`src/hw/rtl/prgvk_pkg.sv`:
```
// Shared types, constants and helpers for the point range gate and voxel key block.
// Depends on nothing; every other file in hw/rtl imports it.
package prgvk_pkg;

    localparam int COORD_BITS_DEFAULT = 20;

    localparam int RES_W         = 16;
    localparam int RANGE_W       = 19;
    localparam int ROW_W         = 48;
    localparam int TRANS_W       = 60;
    localparam int TRANS_FIELD_W = 20;
    localparam int COEF_W        = 16;
    localparam int FRAC_SHIFT    = 15;
    localparam int CFG_DATA_W    = 60;
    localparam int CFG_IDX_W     = 3;

    // Register indexes on the configuration port.
    typedef enum logic [CFG_IDX_W-1:0] {
        REG_RESOLUTION  = 3'd0,
        REG_MAX_RANGE   = 3'd1,
        REG_ROT_ROW_X   = 3'd2,
        REG_ROT_ROW_Y   = 3'd3,
        REG_ROT_ROW_Z   = 3'd4,
        REG_TRANSLATION = 3'd5
    } cfg_index_t;

    localparam logic [RES_W-1:0]   RES_RESET   = 16'd150;
    localparam logic [RANGE_W-1:0] RANGE_RESET = 19'd5000;
    localparam logic [ROW_W-1:0]   ROW_X_RESET = 48'h0000_0000_4000;
    localparam logic [ROW_W-1:0]   ROW_Y_RESET = 48'h0000_4000_0000;
    localparam logic [ROW_W-1:0]   ROW_Z_RESET = 48'h4000_0000_0000;
    localparam logic [TRANS_W-1:0] TRANS_RESET = '0;

    // Configuration as seen by the datapath modules.
    typedef struct packed {
        logic [RES_W-1:0]   res;
        logic [RANGE_W-1:0] lim;
        logic [ROW_W-1:0]   row_x;
        logic [ROW_W-1:0]   row_y;
        logic [ROW_W-1:0]   row_z;
        logic [TRANS_W-1:0] trans;
    } cfg_t;

    // One signed Q1.14 coefficient out of a packed matrix row.
    function automatic logic signed [COEF_W-1:0] row_coef(input logic [ROW_W-1:0] row,
                                                          input int col);
        row_coef = $signed(row[COEF_W*col +: COEF_W]);
    endfunction

    // One signed millimetre translation component.
    function automatic logic signed [TRANS_FIELD_W-1:0] trans_comp(
        input logic [TRANS_W-1:0] t, input int axis);
        trans_comp = $signed(t[TRANS_FIELD_W*axis +: TRANS_FIELD_W]);
    endfunction

endpackage

```
`src/hw/rtl/prgvk_range_gate.sv`:
```
// Two-stage range gate: squared distance against the squared range limit.
// Depends on prgvk_pkg.
module prgvk_range_gate #(
    parameter int CB = prgvk_pkg::COORD_BITS_DEFAULT
) (
    input  logic                          clk,
    input  logic                          en,
    input  logic signed [CB-1:0]          p_in  [3],
    input  logic [prgvk_pkg::RANGE_W-1:0] lim,
    output logic signed [CB-1:0]          p_out [3],
    output logic                          keep
);
    import prgvk_pkg::*;

    localparam int SQW  = 2 * CB - 1;
    localparam int CMPW = (2 * CB + 1 > 2 * RANGE_W) ? 2 * CB + 1 : 2 * RANGE_W;

    logic [SQW-1:0]       sq_reg   [3];
    logic signed [CB-1:0] pa_reg   [3];
    logic [2*RANGE_W-1:0] lim2_reg;
    logic signed [CB-1:0] pb_reg   [3];
    logic                 keep_reg;
    logic [CMPW-1:0]      dist2;

    // First stage: the three squares and the squared limit.
    for (genvar a = 0; a < 3; a++)
    begin : g_sq
        logic signed [2*CB-1:0] prod;
        assign prod = p_in[a] * p_in[a];

        always_ff @(posedge clk)
        begin
            if (en)
            begin
                sq_reg[a] <= prod[SQW-1:0];
                pa_reg[a] <= p_in[a];
            end
        end
    end

    always_ff @(posedge clk)
    begin
        if (en)
        begin
            lim2_reg <= lim * lim;
        end
    end

    // Second stage: sum and compare; a point exactly at the limit is kept.
    assign dist2 = CMPW'(sq_reg[0]) + CMPW'(sq_reg[1]) + CMPW'(sq_reg[2]);

    always_ff @(posedge clk)
    begin
        if (en)
        begin
            keep_reg <= (dist2 <= CMPW'(lim2_reg));
            pb_reg   <= pa_reg;
        end
    end

    assign p_out = pb_reg;
    assign keep  = keep_reg;

endmodule

```
`config.mk`:
```
export PLATFORM = sky130hd
export DESIGN_NAME = prgvk_range_gate
export DESIGN_NICKNAME = d
export VERILOG_FILES = /design/src/hw/rtl/prgvk_pkg.sv /design/src/hw/rtl/prgvk_range_gate.sv
export SDC_FILE = /design/constraint.sdc
export NUM_CORES = 2
export LEC_CHECK = 0
export ABC_AREA = 1
export ABC_CLOCK_PERIOD_IN_PS = 15030
export BUFFER_PORTS_ARGS = -buffer_cell sky130_fd_sc_hd__buf_2
export CAP_MARGIN = 25
export CORE_MARGIN = 3
export CORE_UTILIZATION = 55
export CTS_BUF_LIST = sky130_fd_sc_hd__clkbuf_2
export CTS_CLUSTER_SIZE = 25
export DETAILED_ROUTE_END_ITERATION = 8
export GPL_ROUTABILITY_DRIVEN = 1
export PLACE_DENSITY = 0.81
export SETUP_SLACK_MARGIN = 0.4
export SLEW_MARGIN = 20
export SYNTH_ARGS = -nofsm -noshare
export SYNTH_HDL_FRONTEND = slang
export SYNTH_SLANG_ARGS = --single-unit
```
`constraint.sdc`:
```
create_clock -name clk -period 15.03 [get_ports clk]
set_clock_uncertainty 0.05 [all_clocks]
set_input_delay 1.503 -clock clk [delete_from_list [all_inputs] [get_ports clk]]
set_output_delay 1.503 -clock clk [all_outputs]
set_load 0.02 [all_outputs]
```
==> results.sh <==
export IMPL_cts_num_sinks=269
export IMPL_r2r_start="sq_reg[0][52]$_DFFE_PP_"
export IMPL_fp_dieH_um=347.3
export IMPL_maxCapViolations=0
export IMPL_start_kind="primary input"
export IMPL_initial_core_util_pct=55.73
export IMPL_setup_tns_ns=0
export IMPL_synth_ff_type="edfxtp_1"
export IMPL_cts_setup_buffers=0
export IMPL_clk_pin_slew_ns=0.10
export IMPL_num_io_pins=142
export IMPL_synth_cell_types=46
export IMPL_worst_ep_arrival_time_ns=8.27
export IMPL_synth_edf_count=269
export IMPL_drv_slew=0
export IMPL_cp_slowest_cell="fa_1"
export IMPL_clk_path_buf_depth=3
export IMPL_r2r_end="keep$_DFFE_PP_"
export IMPL_numPortBuffers=141
export IMPL_routedWlPerCell_um=16.65
export IMPL_place_gp_congestion=0.9302
export IMPL_mostFrequentLayoutCell="inv_1"
export IMPL_crit_path_end_kind="flop"
export IMPL_hold_path_class="flop to flop"
export IMPL_hold_violations=0
export IMPL_clk_latency_ns=1.20
export IMPL_die_area_um2=120600
export IMPL_post_cts_resize_count=0
export IMPL_min_period_ns=7.392
export IMPL_syn_avg_cell_area_um2=8.960
export IMPL_firstDrtPassIters=6
export IMPL_setup_viol=0
export IMPL_grt_pass1_vias=50720
export IMPL_fin_crit_sh_pct=49.18
export IMPL_cp_cell_sequence="buf_2 -> nand2_1 -> fa_1 -> inv_1 -> fa_1 -> inv_1 -> fa_1 -> inv_1 -> fa_1 -> fa_1 -> inv_1 -> fa_1 -> fa_1 -> inv_1 -> ha_1 -> nand2_1 -> nor2_1 -> inv_1 -> nor4_1 -> o21ai_0 -> nand3_1 -> xor2_1"
export IMPL_r2r_slack_ns=10.61
export IMPL_async_flop_share_pct=0
export IMPL_num_nets_final=9219
export IMPL_viasPerCell=5.188
export IMPL_holdPathEnd="p_out[19]$_DFFE_PP_"
export IMPL_clock_root_buffer="clkbuf_2"
export IMPL_tightest_slew_ns=0.9110
export IMPL_fillers=9645
export IMPL_antenna_left=0
export IMPL_critPathMaxStageDelay_ns=0.87
export IMPL_netlist_area_um2=64070
export IMPL_status="complete, no violations"
export IMPL_rsz0062_at_grt="no"
export IMPL_synthCells=7150
export IMPL_die_x_um=347.3
export IMPL_fmax_mhz=135.3
export IMPL_drt_total_wl_um=146000
export IMPL_numCtsBuffers=73
export IMPL_num_vias=45488
export IMPL_post_route_drc_count=0
export IMPL_whs_path_depth=0
export IMPL_overflow=0
export IMPL_grt_start_max_net_pins=89
export IMPL_largest_reg_flops=111
export IMPL_required_ns=15.91
export IMPL_grt_total_usage_pct=25.53
export IMPL_core_area_um2=115000
export IMPL_path_max_fanout=29
export IMPL_synth_seq_cells=269
export IMPL_antenna_found_initial=5
export IMPL_hp_start="pa_reg[19]$_DFFE_PP_"
export IMPL_yosysWarnings=0
export IMPL_cts_hold_buf=0
export IMPL_drt_iter0_markers=2851
export IMPL_area_delta_synth_final_pct=4.293
export IMPL_yosysSeqAreaShare_pct=12.61
export IMPL_rows=124
export IMPL_mostFrequentLayoutCells="2305 x inv_1, 1417 x fa_1, 1261 x nand2_1"
export IMPL_dp_hpwl_um=124100
export IMPL_crit_type="primary input to flop"
export IMPL_drive_gt1_share_pct=4.398
export IMPL_cp_common_cell="fa_1"
export IMPL_grt_pass1_wl_um=248000
export IMPL_reg2reg_depth=23
export IMPL_cts_tree="done"
export IMPL_htree_num_levels=3
export IMPL_maxSlewHeadroom_pct=39.27
[cells by family after synthesis]
group                      share of synthesized area, %
buffers and inverters                             14.48
adders and majority gates                         54.34
and+or+nand+nor                                   10.91
AOI/OAI and AO/OA                                 4.394
DFF                                               12.61
xor gates and xnor gates                          3.254
other                                           0.01172
[worst max path at each step]
stage	from	cells past startpoint	slack (ns)	end
final	p_in[39]	22	7.64	sq_reg[0][76]$_DFFE_PP_
after global routing	p_in[39]	22	7.30	sq_reg[0][76]$_DFFE_PP_
after CTS	p_in[39]	22	7.88	sq_reg[0][75]$_DFFE_PP_
after detailed placement	p_in[39]	22	6.49	sq_reg[0][76]$_DFFE_PP_
after global placement	p_in[39]	23	6.66	sq_reg[0][74]$_DFFE_PP_
after floorplan	p_in[24]	24	7.20	sq_reg[0][77]$_DFFE_PP_
[through the flow]
step / setup WS (ns) / hold slack [ns] / instances / area (µm²) / utilization, %
after floorplan: 7.198 / 0.3503 / 7151 / 64070 / -
after global placement: 6.658 / 0.3510 / 8643 / 66080 / 57.48
after detailed placement: 6.493 / 0.3545 / 8643 / 66080 / 57.48
after CTS: 7.879 / 0.3038 / 8766 / 66810 / 58.11
after global routing: 7.296 / 0.3469 / 8768 / 66820 / 58.12
final: 7.638 / 0.3375 / 8768 / 66820 / 58.12
[critical path: cells and delay by family]
family	cells	cell delay [ns]
AO/OA/AOI/OAI	1	0.17
XOR/XNOR	1	0.07
adder cells (fa/ha/maj)	8	4.36
buffers and inverters	7	1.01
AND/OR/NAND/NOR	5	1.13
[cell type report]
type	instances	area [µm²]	share of cell area, %
Clock inverter	36	291.5	0.4363
Multi-Input combinational cell	4411	46710	69.91
Inverter	2307	8660	12.96
Sequential cell	269	8078	12.09
Tap cell	1512	1892	2.831
Antenna cell	2	5.005	0.007490
Clock buffer	87	435.4	0.6517
Timing Repair Buffer	144	742.0	1.110
[synthesized netlist by cell type (all sizes together) (9+ instances only)]
cell type  count  area share [%]
inv         2307              14
fa          1417              44
nand2       1277             7.6
ha           515              10
nor2         302             1.8
edfxtp       269              13
a21oi        228             1.8
xor2         164             2.2
clkbuf       138            0.81
o21ai        126             1.0
nand3        101            0.84
xnor2         74             1.0
a21o          33            0.39
o21bai        28            0.33
buf           26            0.16
nand4         25            0.24
a31oi         24            0.23
nor3          20            0.18
or2           11            0.11
nor4          10           0.098
o21a           9            0.11
[routing by layer]
layer  wire [µm]  vias up  part of all wire [%]  global-route usage (%)
li1            -    20792                     -                       -
met1       57910    22714                    40                   32.88
met2       73820     1596                    51                   44.37
met3        8606      382                   5.9                   2.937
met4        5652        4                   3.9                   10.10
met5          31        -                 0.021                       0
Power is left out: the tool's default activity adds up to more than one toggle a clock period on the data nets, which glitch-free logic cannot reach.
