File: config.mk
export PLATFORM = sky130hd
export DESIGN_NAME = prgvk_floor_div
export DESIGN_NICKNAME = d
export VERILOG_FILES = /design/src/hw/rtl/prgvk_pkg.sv /design/src/hw/rtl/prgvk_floor_div.sv
export SDC_FILE = /design/constraint.sdc
export NUM_CORES = 1
export LEC_CHECK = 0
export BUFFER_PORTS_ARGS = -buffer_cell sky130_fd_sc_hd__buf_2
export CORE_MARGIN = 2
export CORE_UTILIZATION = 30
export CTS_BUF_LIST = sky130_fd_sc_hd__clkbuf_4 sky130_fd_sc_hd__clkbuf_8 sky130_fd_sc_hd__clkbuf_16
export DETAILED_ROUTE_END_ITERATION = 12
export PLACE_DENSITY_LB_ADDON = 0.25
export SLEW_MARGIN = 20
export SYNTH_ARGS = -nofsm -noshare
export SYNTH_HDL_FRONTEND = slang
export SYNTH_SLANG_ARGS = --single-unit
File: constraint.sdc
create_clock -name clk -period 5.17 [get_ports clk]
set_clock_uncertainty 0.05 [all_clocks]
set_input_delay 1.034 -clock clk [delete_from_list [all_inputs] [get_ports clk]]
set_output_delay 1.034 -clock clk [all_outputs]
set_load 0.005 [all_outputs]
File: src/hw/rtl/prgvk_pkg.sv
// Shared types, constants and helpers for the point range gate and voxel key block.
// Depends on nothing; every other file in hw/rtl imports it.
package prgvk_pkg;

    localparam int COORD_BITS_DEFAULT = 20;

    localparam int RES_W         = 16;
    localparam int RANGE_W       = 19;
    localparam int ROW_W         = 48;
    localparam int TRANS_W       = 60;
    localparam int TRANS_FIELD_W = 20;
    localparam int COEF_W        = 16;
    localparam int FRAC_SHIFT    = 15;
    localparam int CFG_DATA_W    = 60;
    localparam int CFG_IDX_W     = 3;

    // Register indexes on the configuration port.
    typedef enum logic [CFG_IDX_W-1:0] {
        REG_RESOLUTION  = 3'd0,
        REG_MAX_RANGE   = 3'd1,
        REG_ROT_ROW_X   = 3'd2,
        REG_ROT_ROW_Y   = 3'd3,
        REG_ROT_ROW_Z   = 3'd4,
        REG_TRANSLATION = 3'd5
    } cfg_index_t;

    localparam logic [RES_W-1:0]   RES_RESET   = 16'd150;
    localparam logic [RANGE_W-1:0] RANGE_RESET = 19'd5000;
    localparam logic [ROW_W-1:0]   ROW_X_RESET = 48'h0000_0000_4000;
    localparam logic [ROW_W-1:0]   ROW_Y_RESET = 48'h0000_4000_0000;
    localparam logic [ROW_W-1:0]   ROW_Z_RESET = 48'h4000_0000_0000;
    localparam logic [TRANS_W-1:0] TRANS_RESET = '0;

    // Configuration as seen by the datapath modules.
    typedef struct packed {
        logic [RES_W-1:0]   res;
        logic [RANGE_W-1:0] lim;
        logic [ROW_W-1:0]   row_x;
        logic [ROW_W-1:0]   row_y;
        logic [ROW_W-1:0]   row_z;
        logic [TRANS_W-1:0] trans;
    } cfg_t;

    // One signed Q1.14 coefficient out of a packed matrix row.
    function automatic logic signed [COEF_W-1:0] row_coef(input logic [ROW_W-1:0] row,
                                                          input int col);
        row_coef = $signed(row[COEF_W*col +: COEF_W]);
    endfunction

    // One signed millimetre translation component.
    function automatic logic signed [TRANS_FIELD_W-1:0] trans_comp(
        input logic [TRANS_W-1:0] t, input int axis);
        trans_comp = $signed(t[TRANS_FIELD_W*axis +: TRANS_FIELD_W]);
    endfunction

endpackage

File: src/hw/rtl/prgvk_floor_div.sv
// Pipelined signed floor divider by a positive 16-bit divisor, one quotient bit per stage.
// Depends on prgvk_pkg.
module prgvk_floor_div #(
    parameter int NW = 20
) (
    input  logic                         clk,
    input  logic                         en,
    input  logic signed [NW-1:0]         n,
    input  logic [prgvk_pkg::RES_W-1:0]  d,
    output logic signed [NW-1:0]         q
);
    import prgvk_pkg::*;

    localparam int MW = NW - 1;

    logic             neg_reg [0:MW];
    logic [MW-1:0]    qm_reg  [0:MW];
    logic [RES_W-1:0] rem_reg [0:MW];

    // A negative dividend is folded to ~n, so floor(n/d) = ~floor(~n/d).
    always_ff @(posedge clk)
    begin
        if (en)
        begin
            neg_reg[0] <= n[NW-1];
            qm_reg[0]  <= n[NW-1] ? ~n[MW-1:0] : n[MW-1:0];
            rem_reg[0] <= '0;
        end
    end

    // Restoring steps: the dividend shifts out at the top, quotient bits in at the bottom.
    for (genvar i = 1; i <= MW; i++)
    begin : g_step
        logic [RES_W:0] rs;
        logic           ge;

        always_comb
        begin
            rs = {rem_reg[i-1], qm_reg[i-1][MW-1]};
            ge = (rs >= {1'b0, d});
        end

        always_ff @(posedge clk)
        begin
            if (en)
            begin
                neg_reg[i] <= neg_reg[i-1];
                qm_reg[i]  <= {qm_reg[i-1][MW-2:0], ge};
                rem_reg[i] <= ge ? RES_W'(rs - {1'b0, d}) : rs[RES_W-1:0];
            end
        end
    end

    assign q = neg_reg[MW] ? ~{1'b0, qm_reg[MW]} : {1'b0, qm_reg[MW]};

endmodule

==> results of run 1 <==
[where the power goes]
group	switching, mW	leakage, nW	internal, mW	total (mW)
combinational	5.26	8.11	4.81	10.1
sequential	0.748	6.73	8.13	8.87
clock	2.42	1.40	3.75	6.17
total	8.43	16.2	16.7	25.1
[area by class of cell]
type,instances,area [sq um],area share [%]
Sequential cell,688,20700,48.2
Timing Repair Buffer,153,1150,2.69
Multi-Input combinational cell,2029,15700,36.6
Inverter,123,462,1.08
Clock buffer,96,2190,5.11
Clock inverter,55,664,1.55
Tap cell,1625,2030,4.74
[cell families after synthesis]
kind of cell / Yosys count
buffers and inverters: 164
muxes: 221
xor gates and xnor gates: 214
adders and majority gates: 307
and+or+nand+nor: 656
AOI/OAI and AO/OA: 631
DFF: 688
[synth_stat cells, drive strengths merged (22+ instances only)]
cell type / count
nor2b: 49
nor3: 54
edfxtp: 688
nor4: 22
nand2: 137
nand2b: 35
nand3: 50
o21ai: 140
xnor2: 123
xor2: 91
a21o: 52
clkbuf: 25
nand4: 43
inv: 122
mux2i: 39
nor2: 173
ha: 290
o21a: 55
a31oi: 24
mux2: 182
a211oi: 31
a21oi: 163
[how the worst max path moves through the flow]
stage                     startpoint         endpoint  slack, ns  cells past startpoint
after CTS                       d[5]   rem_reg[11][8]       1.10                     11
after global placement          d[5]   rem_reg[11][8]       0.38                     11
after detailed placement        d[5]   rem_reg[11][3]       0.42                     11
after floorplan                 d[1]  rem_reg[15][13]       0.89                     11
after global routing            d[5]   rem_reg[11][8]       0.90                     11
final                           d[5]   rem_reg[18][4]       1.08                     10
[per-stage QoR]
| step | setup slack, ns | area, sq um |
|---|---|---|
| final | 1.08 | 42900 |
| after global placement | 0.376 | 40000 |
| after floorplan | 0.886 | 37000 |
| after detailed placement | 0.416 | 40000 |
| after CTS | 1.10 | 42900 |
| after global routing | 0.897 | 42900 |
[critical path, cell delays in order]
cell,delay (ns)
buf_2,0.10
inv_1,0.66
ha_1,0.37
nand3_1,0.13
a211o_1,0.34
a2111oi_0,0.70
o41ai_1,0.23
a22oi_2,0.23
buf_4,0.26
mux2_2,0.35
[per-layer routing]
metal	up-vias	wire (um)
met3	149	3930
li1	11489	-
met4	0	2440
met2	429	40300
met5	-	0
met1	11215	38800
==> impl_metrics.toml, run 1 <==
[status]
status = "complete, no violations"

[setup_path]
regToRegEndpoint = "rem_reg[9][6]"
r2r_cells = 10
critPathLaunchType = "input port"
critPathKind = "in -> reg"
required_ns = 5.52
rr_startpoint = "rem_reg[8][0]"
cp.arrival_ns = 4.44
crit_fanout = 12
worst_setup_path_end_kind = "flop"
rrSetupSlack_ns = 1.62

[synthesis]
ys_types = 72
yosysWarnings = 0
synth_edf_count = 688
netlist_top_cells_area = "edfxtp_1, ha_1, mux2_2"
synthArstFlopShare_pct = 0
postSynthAreaPerCell_sq_um = 12.8
netlist_area_sq_um = 37000
muxShareOfSynthArea_pct = 6.59
synth_compound_area_share_pct = 11.1
synth_area_leader_cell = "edfxtp_1"
ys.flop_type = "edfxtp_1"
synth_top_family_by_area = "compound AO/OA/AOI/OAI gates"
netlist.area_leader.share_pct = 55.8
ys_ff_latch = 688
syn_nets = 3226
synth_xor_area_share_pct = 5.07
synth-adder-area-share_pct = 10.7
syn_inst = 2881
synth-simple-area-share_pct = 8.86
yosysSeqAreaShare_pct = 55.8

[global_route]
grtUsageMet1_pct = 17.7
grt-ovfl-total = 0
grt_pass1_wl_mm = 132
grtUsageTotal_pct = 13.5
grt_max_degree = 100
antenna_found_initial = 4
use_met3_pct = 2.52
grt-busiest-layer = "met2"
gr-usage-met2_pct = 22.2
grt_pass1_vias = 23128

[clock_network]
clock-root-buffer = "clkbuf_16"
clk_pin_slew_ns = 0.06
htree_levels = 3
clock-sinks = 688
clockBufferDepth = 3
cts_buffers = 84
cts_hold_buf = 0
cts_tree = "yes"
cts_setup_buffers = 0
postCtsResizedCells = 0
clk_latency_ns = 0.65

[layout]
final_layout_size_suffix_gt1_share_pct = 15.5
largest_reg_flops = 380
layout.cells.most_common = "edfxtp_1"
fillers = 11984
mostFrequentLayoutCells = "edfxtp_1, ha_1, nor2_1"
n_antenna_cell = 0
nets = 3424
fin_cells = 4769
syn2layout_area_growth_pct = 15.9
fin_util_pct = 35.1

[sta]
fin_crit_sh_pct = 79.2
hold_slack_ns = 0.360
fmax_mhz = 244
finalSetupViolCount = 0
finalHoldViolCount = 0
tightest_slew_ns = 1.09
finalMaxSlewViolations = 0
rsz0062_at_grt = "no"
fin_setup_tns_ns = 0
relSlewSlack_pct = 27.5
period_minus_slack_ns = 4.09

[route]
drt_pre_antenna_iters = 5
drt_wl_total_mm = 85.4
ant_nets = 0
wire_per_inst_um = 17.9
drc_errors = 0
via_per_inst = 4.88
initialDrtViolationCount = 1627
vias = 23282

[power]
powerDensity_nw_per_um2 = 586
ir_drop_uv = 243
p_total_mw = 25.1
leakagePower_nw = 16.2

[die]
start_util_pct = 30.3
dieWidth_um = 355
fp.dieArea_sq_um = 126000
die_y_um = 355
fp-row-count = 128
ios = 58
core_area_sq_um = 122000

[placed_design]
place_inst = 4618
gp_congestion = 0.823
dpl.hpwl_mm = 60.5
io_buffers = 57

[hold_path]
min_from = "qm_reg[1][54]"
hold_class = "reg -> reg"
hold_path_depth = 0
hold-path-endpoint = "qm_reg[1][74]"

[flow_run]
maxCapViolCount = 0
(Power assumes the default switching activity.)
==> run 2: changes to the inputs <==
==> constraint.sdc (replaced) <==
create_clock -name clk -period 3.7 [get_ports clk]
set_clock_uncertainty 0.05 [all_clocks]
set_input_delay 0.74 -clock clk [delete_from_list [all_inputs] [get_ports clk]]
set_output_delay 0.74 -clock clk [all_outputs]
set_load 0.005 [all_outputs]
==> run 2 against run 1 <==
Compared with the run above: combinational power grew 59%; highest routed layer unchanged; first-iteration DRC count fell by 17%; power up 46%; utilization is 2.4 points higher; sequential share of layout area shrank 3.1 points; sequential cell count did not move; via count grew 4.1%.
==> impl_metrics.toml, run 2 (synthesis results as in run 1) <==
[setup_path]
critPathKind = "in -> reg"
critPathLaunchType = "input port"
crit_fanout = 13
rrSetupSlack_ns = 0.48
worst_setup_path_end_kind = "flop"
required_ns = 4.06
r2r_cells = 10
rr_startpoint = "rem_reg[17][1]"
startpoint = "d[1]"
regToRegEndpoint = "rem_reg[18][5]"
cp.arrival_ns = 3.71

[global_route]
antenna_found_initial = 0
grt_max_degree = 83
grtUsageTotal_pct = 13.9
grt-ovfl-total = 0
grt_pass1_wl_mm = 137
grt_pass1_vias = 24553

[layout]
layout.cells.most_common = "edfxtp_1"
fin_cells = 5116
syn2layout_area_growth_pct = 23.9
nets = 3770
final_layout_size_suffix_gt1_share_pct = 24.5
n_antenna_cell = 0
largest_reg_flops = 380
post-route-cell-area_sq_um = 45900
fillers = 11857
fin_util_pct = 37.6
mostFrequentLayoutCells = "edfxtp_1, buf_4, ha_1"

[status]
status = "complete, no violations"

[sta]
finalWorstSetupSlack_ns = 0.350
finalHoldViolCount = 0
fin_setup_tns_ns = 0
hold_slack_ns = 0.332
fmax_mhz = 299
fin_crit_sh_pct = 90.5
finalSetupViolCount = 0
period_minus_slack_ns = 3.35
finalMaxSlewViolations = 0
relSlewSlack_pct = 47.0
rsz0062_at_grt = "no"
tightest_slew_ns = 0.795

[power]
p_total_mw = 36.7
powerDensity_nw_per_um2 = 801
ir_drop_uv = 348
leakagePower_nw = 18.0

[placed_design]
dpl.hpwl_mm = 63.4
place_inst = 4965
dp_slack_ns = -0.274
gp_congestion = 0.850
placed_cell_area_sq_um = 43100
io_buffers = 57

[route]
drc_errors = 0
wire_per_inst_um = 17.0
vias = 24225
initialDrtViolationCount = 1347
drt_pre_antenna_iters = 6
via_per_inst = 4.74
ant_nets = 0
drt_wl_total_mm = 86.8

[clock_network]
cts_hold_buf = 0
postCtsResizedCells = 0
cts_tree = "yes"
clock-root-buffer = "clkbuf_16"
clk_pin_slew_ns = 0.06
clock-sinks = 688
htree_levels = 3
clockBufferDepth = 3
cts_buffers = 83
clk_latency_ns = 0.65
cts_setup_buffers = 0

[die]
fp-row-count = 128
fp.dieArea_sq_um = 126000
start_util_pct = 30.3
die_y_um = 355
ios = 58
core_area_sq_um = 122000
dieWidth_um = 355

[hold_path]
hold_class = "in -> reg"
min_from = "n[13]"
hold-path-endpoint = "qm_reg[0][13]"
hold_path_depth = 2

[flow_run]
maxCapViolCount = 0
## run 2: cell count changes in the layout (fill, tap and decap cells not counted), sizes merged
cell      change
clkbuf        +8
inv          -11
clkinv        +4
clkinvlp      +6
bufinv        -7
buf         +347
## run 2: final cells by class
type | count | area [sq um] | area share (%)
multi-input combinational | 2029 | 15800 | 34.4
sequential | 688 | 20700 | 45.0
clock buffer | 104 | 2250 | 4.91
tap | 1625 | 2030 | 4.43
timing repair buffer | 500 | 4150 | 9.04
clock inverter | 47 | 484 | 1.06
inverter | 123 | 488 | 1.06
## run 2: worst max-delay path by stage
stage / endpoint / cells after the start / slack, ns
2_1_floorplan: rem_reg[15][13] / 11 / -0.12
3_3_place_gp: rem_reg[13][3] / 14 / -0.23
3_5_place_dp: rem_reg[13][4] / 14 / -0.27
4_1_cts: rem_reg[13][4] / 14 / 0.42
5_1_grt: rem_reg[16][4] / 13 / 0.17
6_report: rem_reg[13][4] / 14 / 0.35
## run 2: power by group
| part | internal (mW) | switching (mW) |
|---|---|---|
| clock network | 4.83 | 3.33 |
| logic | 8.48 | 7.64 |
| registers | 11.4 | 1.08 |
## run 2: layer usage
metal  share of wire, %  up-vias  GRT usage [%]
met4                2.6        0           4.07
met1                 45    11603           17.7
met2                 49      297           24.1
met5                  0        -              0
met3                3.0      134           2.17
li1                   -    12191              -
## run 2: critical path: stages
cell and delay [ns]:
buf_2 0.12, clkinvlp_4 0.09, buf_12 0.16, buf_4 0.16
ha_1 0.31, nor2b_1 0.15, o31a_1 0.27, o41ai_1 0.34
buf_4 0.19, o21ai_1 0.07, o31a_1 0.30, a21oi_2 0.18
buf_4 0.22, mux2_2 0.35
